**src/sv/elpi_pkg.sv**
```systemverilog
// Shared widths, constants and types of the electronic load PI controller.
package elpi_pkg;

    localparam int DAC_BITS_DEF = 12;

    localparam int VOLT_W     = 16;
    localparam int CUR_W      = 16;
    localparam int SETP_W     = 20;
    localparam int PGAIN_W    = 18;
    localparam int IGAIN_W    = 16;
    localparam int INTEG_W    = 27;
    localparam int CFG_ADDR_W = 3;
    localparam int CFG_DATA_W = 20;

    // voltage_mv * 1000 needs 26 bits
    localparam int DIVIDEND_W = 26;

    // Q16 gains: drop the fraction after the sum
    localparam int QSHIFT = 16;

    localparam logic [INTEG_W-1:0] INT_LIMIT   = 27'd81900000;
    localparam logic [SETP_W-1:0]  CR_MIN_MOHM = 20'd1000;
    localparam logic [VOLT_W-1:0]  CR_MIN_MV   = 16'd100;
    localparam logic [9:0]         MV_SCALE    = 10'd1000;

    localparam logic [PGAIN_W-1:0] PGAIN_RST = 18'd52429;
    localparam logic [IGAIN_W-1:0] IGAIN_RST = 16'd492;

    typedef enum logic [CFG_ADDR_W-1:0] {
        REG_LOAD_MODE  = 3'd0,
        REG_SETPOINT   = 3'd1,
        REG_FORCE_STOP = 3'd2,
        REG_PROP_GAIN  = 3'd3,
        REG_INT_GAIN   = 3'd4
    } cfg_reg_t;

    typedef struct packed {
        logic busy;
        logic done;
    } div_status_t;

endpackage

```
**src/sv/elpi_div.sv**
```systemverilog
// Radix-2 restoring serial divider for the constant-resistance target.
module elpi_div (
    input  logic                             aclk,
    input  logic                             aresetn,
    input  logic                             start,
    input  logic [elpi_pkg::DIVIDEND_W-1:0]  dividend,
    input  logic [elpi_pkg::SETP_W-1:0]      divisor,
    output elpi_pkg::div_status_t            status,
    output logic [elpi_pkg::DIVIDEND_W-1:0]  quotient
);
    import elpi_pkg::*;

    localparam int CNT_W = $clog2(DIVIDEND_W);

    logic                  busy_reg;
    logic                  done_reg;
    logic [CNT_W-1:0]      cnt_reg;
    logic [SETP_W-1:0]     rem_reg;
    logic [SETP_W-1:0]     div_reg;
    logic [DIVIDEND_W-1:0] quo_reg;

    logic [SETP_W:0]       trial;
    logic                  ge;
    logic [SETP_W:0]       diff;
    logic [SETP_W-1:0]     rem_next;
    logic [DIVIDEND_W-1:0] quo_next;

    // One quotient bit per cycle: shift in the next dividend bit, try subtract
    always_comb begin
        trial    = {rem_reg, quo_reg[DIVIDEND_W-1]};
        ge       = trial >= {1'b0, div_reg};
        diff     = trial - {1'b0, div_reg};
        rem_next = ge ? diff[SETP_W-1:0] : trial[SETP_W-1:0];
        quo_next = {quo_reg[DIVIDEND_W-2:0], ge};
    end

    // Sequence the iterations
    always_ff @(posedge aclk) begin
        if (!aresetn) begin
            busy_reg <= 1'b0;
            done_reg <= 1'b0;
            cnt_reg  <= '0;
        end else begin
            done_reg <= 1'b0;
            if (start) begin
                busy_reg <= 1'b1;
                cnt_reg  <= CNT_W'(DIVIDEND_W - 1);
            end else if (busy_reg) begin
                if (cnt_reg == '0) begin
                    busy_reg <= 1'b0;
                    done_reg <= 1'b1;
                end else begin
                    cnt_reg <= cnt_reg - 1'b1;
                end
            end
        end
    end

    // Hold the partial remainder and the shifting quotient
    always_ff @(posedge aclk) begin
        if (start) begin
            rem_reg <= '0;
            quo_reg <= dividend;
            div_reg <= divisor;
        end else if (busy_reg) begin
            rem_reg <= rem_next;
            quo_reg <= quo_next;
        end
    end

    assign status.busy = busy_reg;
    assign status.done = done_reg;
    assign quotient    = quo_reg;

endmodule

```
**src/sv/electronic_load_pi_controller_unit.sv**
```systemverilog
// Electronic load PI current controller: one voltage and current sample in, one DAC code out.
// Each transaction of samples yields one DAC code. In constant-resistance mode with a
// valid setpoint and voltage the target current comes from a 26-step serial divider.
// Without a division, in constant-current mode or when the resistance target is forced
// to zero, the sample goes straight to evaluation. When the error is not positive or
// force stop is set, the code is forced to zero and no multiply is done. Otherwise the
// rest of the work runs on one shared 27x18 multiplier used twice, then one accumulate
// step. The input is ready only while no sample is being worked on. A finished code
// waits in the output register and the next sample is accepted meanwhile; a further
// finished code holds until the output register is taken. Any valid configuration
// write clears the error integral.
module electronic_load_pi_controller_unit #(
    parameter int DAC_BITS = elpi_pkg::DAC_BITS_DEF
) (
    input  logic                             aclk,
    input  logic                             aresetn,
    // configuration
    input  logic                             cfg_wr_en,
    input  logic [elpi_pkg::CFG_ADDR_W-1:0]  cfg_addr,
    input  logic [elpi_pkg::CFG_DATA_W-1:0]  cfg_wdata,
    // sample input
    input  logic                             s_valid,
    output logic                             s_ready,
    input  logic [elpi_pkg::VOLT_W-1:0]      s_voltage_mv,
    input  logic [elpi_pkg::CUR_W-1:0]       s_current_ma,
    // code output
    output logic                             m_valid,
    input  logic                             m_ready,
    output logic [DAC_BITS-1:0]              m_dac_code
);
    import elpi_pkg::*;

    localparam int MUL_A_W = INTEG_W;
    localparam int MUL_B_W = PGAIN_W;
    localparam int ACC_W   = MUL_A_W + MUL_B_W;
    localparam int CODE_W  = ACC_W - QSHIFT;

    typedef enum logic [2:0] {
        ST_IDLE,
        ST_DIV,
        ST_EVAL,
        ST_MUL_P,
        ST_MUL_I,
        ST_SUM,
        ST_OUT
    } state_t;

    state_t              state_reg;

    logic                load_mode_reg;
    logic [SETP_W-1:0]   setpoint_reg;
    logic                force_stop_reg;
    logic [PGAIN_W-1:0]  prop_gain_reg;
    logic [IGAIN_W-1:0]  int_gain_reg;

    logic [CUR_W-1:0]    cur_reg;
    logic [SETP_W-1:0]   target_reg;
    logic [SETP_W-1:0]   err_reg;
    logic [INTEG_W-1:0]  integ_reg;
    logic [INTEG_W-1:0]  integ_next;
    logic [ACC_W-1:0]    prod_reg;
    logic [ACC_W-1:0]    acc_reg;
    logic                m_valid_reg;
    logic [DAC_BITS-1:0] dac_reg;

    logic                accept;
    logic                cfg_hit;
    logic                cr_div;
    logic                stop;
    logic [SETP_W-1:0]   err;
    logic [INTEG_W:0]    integ_sum;
    logic [MUL_A_W-1:0]  mul_a;
    logic [MUL_B_W-1:0]  mul_b;
    logic [ACC_W-1:0]    mul_out;
    logic [CODE_W-1:0]   code_wide;
    logic [DAC_BITS-1:0] code_sat;

    logic                  div_start;
    logic [DIVIDEND_W-1:0] div_dividend;
    div_status_t           div_status;
    logic [DIVIDEND_W-1:0] div_quotient;

    assign s_ready    = (state_reg == ST_IDLE);
    assign accept     = s_valid && s_ready;
    assign m_valid    = m_valid_reg;
    assign m_dac_code = dac_reg;
    assign cfg_hit    = cfg_wr_en && (cfg_addr <= REG_INT_GAIN);

    // Resistance mode divides only for a usable setpoint and voltage
    assign cr_div       = load_mode_reg && (setpoint_reg >= CR_MIN_MOHM)
                          && (s_voltage_mv > CR_MIN_MV);
    assign div_start    = accept && cr_div;
    assign div_dividend = DIVIDEND_W'(s_voltage_mv) * DIVIDEND_W'(MV_SCALE);

    elpi_div u_div (
        .aclk     (aclk),
        .aresetn  (aresetn),
        .start    (div_start),
        .dividend (div_dividend),
        .divisor  (setpoint_reg),
        .status   (div_status),
        .quotient (div_quotient)
    );

    // Error, clamped integral and stop decision
    always_comb begin
        stop       = force_stop_reg || (target_reg <= SETP_W'(cur_reg));
        err        = target_reg - SETP_W'(cur_reg);
        integ_sum  = {1'b0, integ_reg} + (INTEG_W + 1)'(err);
        integ_next = integ_reg;
        if (cfg_hit) begin
            integ_next = '0;
        end else if (state_reg == ST_EVAL) begin
            if (stop) begin
                integ_next = '0;
            end else if (integ_sum > {1'b0, INT_LIMIT}) begin
                integ_next = INT_LIMIT;
            end else begin
                integ_next = integ_sum[INTEG_W-1:0];
            end
        end
    end

    // Shared multiplier: proportional term first, then integral term
    always_comb begin
        if (state_reg == ST_MUL_P) begin
            mul_a = MUL_A_W'(err_reg);
            mul_b = prop_gain_reg;
        end else begin
            mul_a = integ_reg;
            mul_b = MUL_B_W'(int_gain_reg);
        end
        mul_out = ACC_W'(mul_a) * ACC_W'(mul_b);
    end

    // Drop the Q16 fraction and saturate to full scale
    always_comb begin
        code_wide = acc_reg[ACC_W-1:QSHIFT];
        if (|code_wide[CODE_W-1:DAC_BITS]) begin
            code_sat = '1;
        end else begin
            code_sat = code_wide[DAC_BITS-1:0];
        end
    end

    // Configuration registers
    always_ff @(posedge aclk) begin
        if (!aresetn) begin
            load_mode_reg  <= 1'b0;
            setpoint_reg   <= '0;
            force_stop_reg <= 1'b0;
            prop_gain_reg  <= PGAIN_RST;
            int_gain_reg   <= IGAIN_RST;
        end else if (cfg_wr_en) begin
            unique case (cfg_reg_t'(cfg_addr))
                REG_LOAD_MODE:  load_mode_reg  <= cfg_wdata[0];
                REG_SETPOINT:   setpoint_reg   <= cfg_wdata[SETP_W-1:0];
                REG_FORCE_STOP: force_stop_reg <= cfg_wdata[0];
                REG_PROP_GAIN:  prop_gain_reg  <= cfg_wdata[PGAIN_W-1:0];
                REG_INT_GAIN:   int_gain_reg   <= cfg_wdata[IGAIN_W-1:0];
                default: ;
            endcase
        end
    end

    // Sequencer, integral and output register
    always_ff @(posedge aclk) begin
        if (!aresetn) begin
            state_reg   <= ST_IDLE;
            integ_reg   <= '0;
            m_valid_reg <= 1'b0;
        end else begin
            integ_reg <= integ_next;
            // Load a finished code, or drop the one just taken
            if (state_reg == ST_OUT && (!m_valid_reg || m_ready)) begin
                m_valid_reg <= 1'b1;
            end else if (m_valid_reg && m_ready) begin
                m_valid_reg <= 1'b0;
            end
            unique case (state_reg)
                ST_IDLE: begin
                    if (accept) begin
                        if (cr_div) begin
                            state_reg <= ST_DIV;
                        end else begin
                            state_reg <= ST_EVAL;
                        end
                    end
                end
                ST_DIV: begin
                    if (div_status.done) begin
                        state_reg <= ST_EVAL;
                    end
                end
                ST_EVAL: begin
                    if (stop) begin
                        state_reg <= ST_OUT;
                    end else begin
                        state_reg <= ST_MUL_P;
                    end
                end
                ST_MUL_P: state_reg <= ST_MUL_I;
                ST_MUL_I: state_reg <= ST_SUM;
                ST_SUM:   state_reg <= ST_OUT;
                ST_OUT: begin
                    if (!m_valid_reg || m_ready) begin
                        state_reg <= ST_IDLE;
                    end
                end
                default: state_reg <= ST_IDLE;
            endcase
        end
    end

    // Datapath registers
    always_ff @(posedge aclk) begin
        unique case (state_reg)
            ST_IDLE: begin
                if (accept) begin
                    cur_reg <= s_current_ma;
                    if (!load_mode_reg) begin
                        target_reg <= setpoint_reg;
                    end else begin
                        target_reg <= '0;
                    end
                end
            end
            ST_DIV: begin
                if (div_status.done) begin
                    target_reg <= div_quotient[SETP_W-1:0];
                end
            end
            ST_EVAL: begin
                err_reg <= err;
                acc_reg <= '0;
            end
            ST_MUL_P: prod_reg <= mul_out;
            ST_MUL_I: begin
                acc_reg  <= prod_reg;
                prod_reg <= mul_out;
            end
            ST_SUM: acc_reg <= acc_reg + prod_reg;
            ST_OUT: begin
                if (!m_valid_reg || m_ready) begin
                    dac_reg <= code_sat;
                end
            end
            default: ;
        endcase
    end

    // The integral never leaves its clamp
    a_integ_limit: assert property (@(posedge aclk) disable iff (!aresetn)
        integ_reg <= INT_LIMIT)
        else $error("error integral above clamp");

    // A valid register write clears the integral
    a_cfg_clear: assert property (@(posedge aclk) disable iff (!aresetn)
        cfg_hit |=> integ_reg == '0)
        else $error("integral not cleared by configuration write");

    // A resistance-mode sample starts the divider
    a_div_start: assert property (@(posedge aclk) disable iff (!aresetn)
        div_start |=> div_status.busy && state_reg == ST_DIV)
        else $error("divider not started");

    // Divider completion moves on to evaluation
    a_div_done: assert property (@(posedge aclk) disable iff (!aresetn)
        (state_reg == ST_DIV && div_status.done) |=> state_reg == ST_EVAL)
        else $error("divider result not consumed");

endmodule

```
**config.mk**
```make
export PLATFORM = sky130hd
export DESIGN_NAME = electronic_load_pi_controller_unit
export DESIGN_NICKNAME = d
export VERILOG_FILES = /design/src/sv/elpi_pkg.sv /design/src/sv/elpi_div.sv /design/src/sv/electronic_load_pi_controller_unit.sv
export SDC_FILE = /design/constraint.sdc
export NUM_CORES = 2
export LEC_CHECK = 0
export ABC_CLOCK_PERIOD_IN_PS = 9900
export BUFFER_PORTS_ARGS = -buffer_cell sky130_fd_sc_hd__buf_2
export CORE_MARGIN = 2
export CORE_UTILIZATION = 25
export CTS_BUF_LIST = sky130_fd_sc_hd__clkbuf_8 sky130_fd_sc_hd__clkbuf_16
export DETAILED_ROUTE_END_ITERATION = 12
export PLACE_DENSITY = 0.42
export SYNTH_ARGS = -nofsm -noshare
export SYNTH_HDL_FRONTEND = slang
export SYNTH_HIERARCHICAL = 1
export SYNTH_SLANG_ARGS = --single-unit
```
**constraint.sdc**
```tcl
create_clock -name aclk -period 9.9 [get_ports aclk]
set_clock_uncertainty 0.2 [all_clocks]
set_input_delay 1.98 -clock aclk [delete_from_list [all_inputs] [get_ports aclk]]
set_output_delay 1.98 -clock aclk [all_outputs]
set_load 0.01 [all_outputs]
```
==> run metrics <==
outcome complete, no violations; crit share post-route 90.7%; Clock Tree Buf Depth 3; Slew Limit Fails 0; Starting Density 25.1%; Worst Setup End Kind flip-flop; commonest non-fill, non-tap cell in the layout nand2_1; WP data arrival 9.13 ns; Final TNS setup 0 ns; Die Ht 383 microns; WHS Endpoint u_div/div_reg[1]$_DFFE_PP_; Clock Sinks 318; core area 143000 sq um; Rel. slew slack 18.8%; Clock power frac 17.4%; Max Clk Rate 111 MHz; GP Congestion 0.863; # port buffers 73; CP startpoint kind flip-flop; hpwl dp 86900 microns; first-pass GRT wire length 166000 microns; NetSw 0.00412 W; Power Dens Cells 225 nW/um^2; vias in the first global route 27500; setup violators final 0; global route overflow 0; std cell rows 139; Yosys warning total 6; LEAKAGE 18.5 nW; DRC 0; chip width 383 microns; peak supply drop 137 uV; # Max-Cap Violations 0; CTS root buf clkbuf_16; clock-pin slew on the worst setup and hold paths 0.06 ns; drt total wl 107000 microns; sequential share of power 22.2%; design area 39900 sq um; H-tree levels 2; cells on worst reg2reg path 27; Placement Cell Area 38400 sq um; number of vias per cell 4.49; Syn Inst Count 3935; terminus of the critical flop-to-flop path prod_reg[40]$_DFFE_PP_; fraction of layout cells with a size suffix above 1 6.49%; total track usage 14.6%; Ports 74; clock latency on the worst-skew pair 0.63 ns; area grow syn2layout 11.2%; largest net degree at the start of global routing 96; unrepaired setup endpoints after global routing no; NumNets Final 4759; sw frac 45.8%; 1st-pass router iterations 5; wire per inst 18.2 microns; combinational fraction of design power 60.5%; Hold WC Path Type reg -> reg; Cells on Worst Hold Path 0; cts hold-fix bufs 0; DRT antenna net count 0; via count 26500; initial antenna violation count 12; CP required 10.05 ns; setup bufs post-CTS 0; most frequent cells in the layout nand2_1, inv_1, fa_1; Power Total 0.00899 W; reg2reg setup slack 0.92 ns; CP Class reg -> reg; initial DRC count 1504; Hold Crit Start setpoint_reg[1]$_SDFFE_PN0P_; Reg2Reg Launch Point state_reg[2]$_SDFFE_PN0P_; Avg Cell Area, Syn 9.12 sq um; CTS tree built; Tmin final 8.98 ns; Pint 0.00488 W; critical path fanouts, max 95; clock buffer count from CTS 44; final hold viol count 0; die area 147000 sq um; Mapped Area 35900 sq um; post-cts sizing count 0; Worst Max-Slew Pin Slew 1.18 ns
[area by class of cell]
cell class                      instances  area, sq um
Tap cell                             1903         2380
Timing Repair Buffer                  118          728
Sequential cell                       318         8410
Multi-Input combinational cell       2882        24700
Antenna cell                            1         2.50
Inverter                              593         2230
Clock buffer                           49         1200
Clock inverter                         33          235
Fill cell                           15400       103000
[worst max path at each step]
stage                                    startpoint                      to  slack, ns  depth (start not counted)
after CTS                 state_reg[2]$_SDFFE_PN0P_  prod_reg[40]$_DFFE_PP_       0.84                         26
after global placement    state_reg[2]$_SDFFE_PN0P_  prod_reg[40]$_DFFE_PP_       0.94                         26
after global routing      state_reg[2]$_SDFFE_PN0P_  prod_reg[40]$_DFFE_PP_       0.41                         27
after floorplan           state_reg[0]$_SDFFE_PN0P_  prod_reg[41]$_DFFE_PP_       1.79                         29
after detailed placement  state_reg[2]$_SDFFE_PN0P_  prod_reg[40]$_DFFE_PP_       0.86                         26
final                     state_reg[2]$_SDFFE_PN0P_  prod_reg[40]$_DFFE_PP_       0.92                         27
[per-layer routing]
metal  share of wire (%)  global-route usage [%]
met5               0.028                       0
met3                 4.3                    2.17
met4                 2.2                    3.47
met1                  47                    20.1
met2                  46                    24.0
[power groups by stage]
stage | logic (W) | registers, W | clock network (W)
2_1_floorplan | 0.00419 | 0.00193 | 0
3_3_place_gp | 0.00547 | 0.00202 | 0
3_5_place_dp | 0.00546 | 0.00202 | 0
4_1_cts | 0.00549 | 0.00200 | 0.00163
5_1_grt | 0.00623 | 0.00202 | 0.00167
6_report | 0.00544 | 0.00199 | 0.00156
[worst max-delay path, cell delays in order (launching register included)]
cell and delay, ns:
dfxtp_1 0.31, buf_4 0.18, nand3b_1 0.33, buf_12 0.44, mux2i_1 1.02, nor2_1 0.18, fa_1 0.57, inv_1 0.08
fa_1 0.56, inv_1 0.06, fa_1 0.50, inv_1 0.06, fa_1 0.42, inv_1 0.09, fa_1 0.44, fa_1 0.49
ha_1 0.39, a21oi_1 0.26, o21ai_0 0.14, a221oi_1 0.36, nand2_1 0.12, a41oi_1 0.28, nor3_1 0.14, a41oi_1 0.39
o21ai_0 0.19, a21o_1 0.21, a21oi_1 0.16, xnor2_1 0.08
[through the flow]
step / cells / hold WS (ns) / setup WS (ns) / utilization [%]
floorplan: 3950 / 0.231 / 1.79 / -
detailed placement: 5814 / 0.260 / 0.863 / 26.9
global route: 5896 / 0.322 / 0.412 / 27.9
CTS: 5896 / 0.303 / 0.836 / 27.9
global placement: 5814 / 0.275 / 0.937 / 26.9
finish: 5897 / 0.298 / 0.923 / 27.9
(Power assumes the default switching activity.)
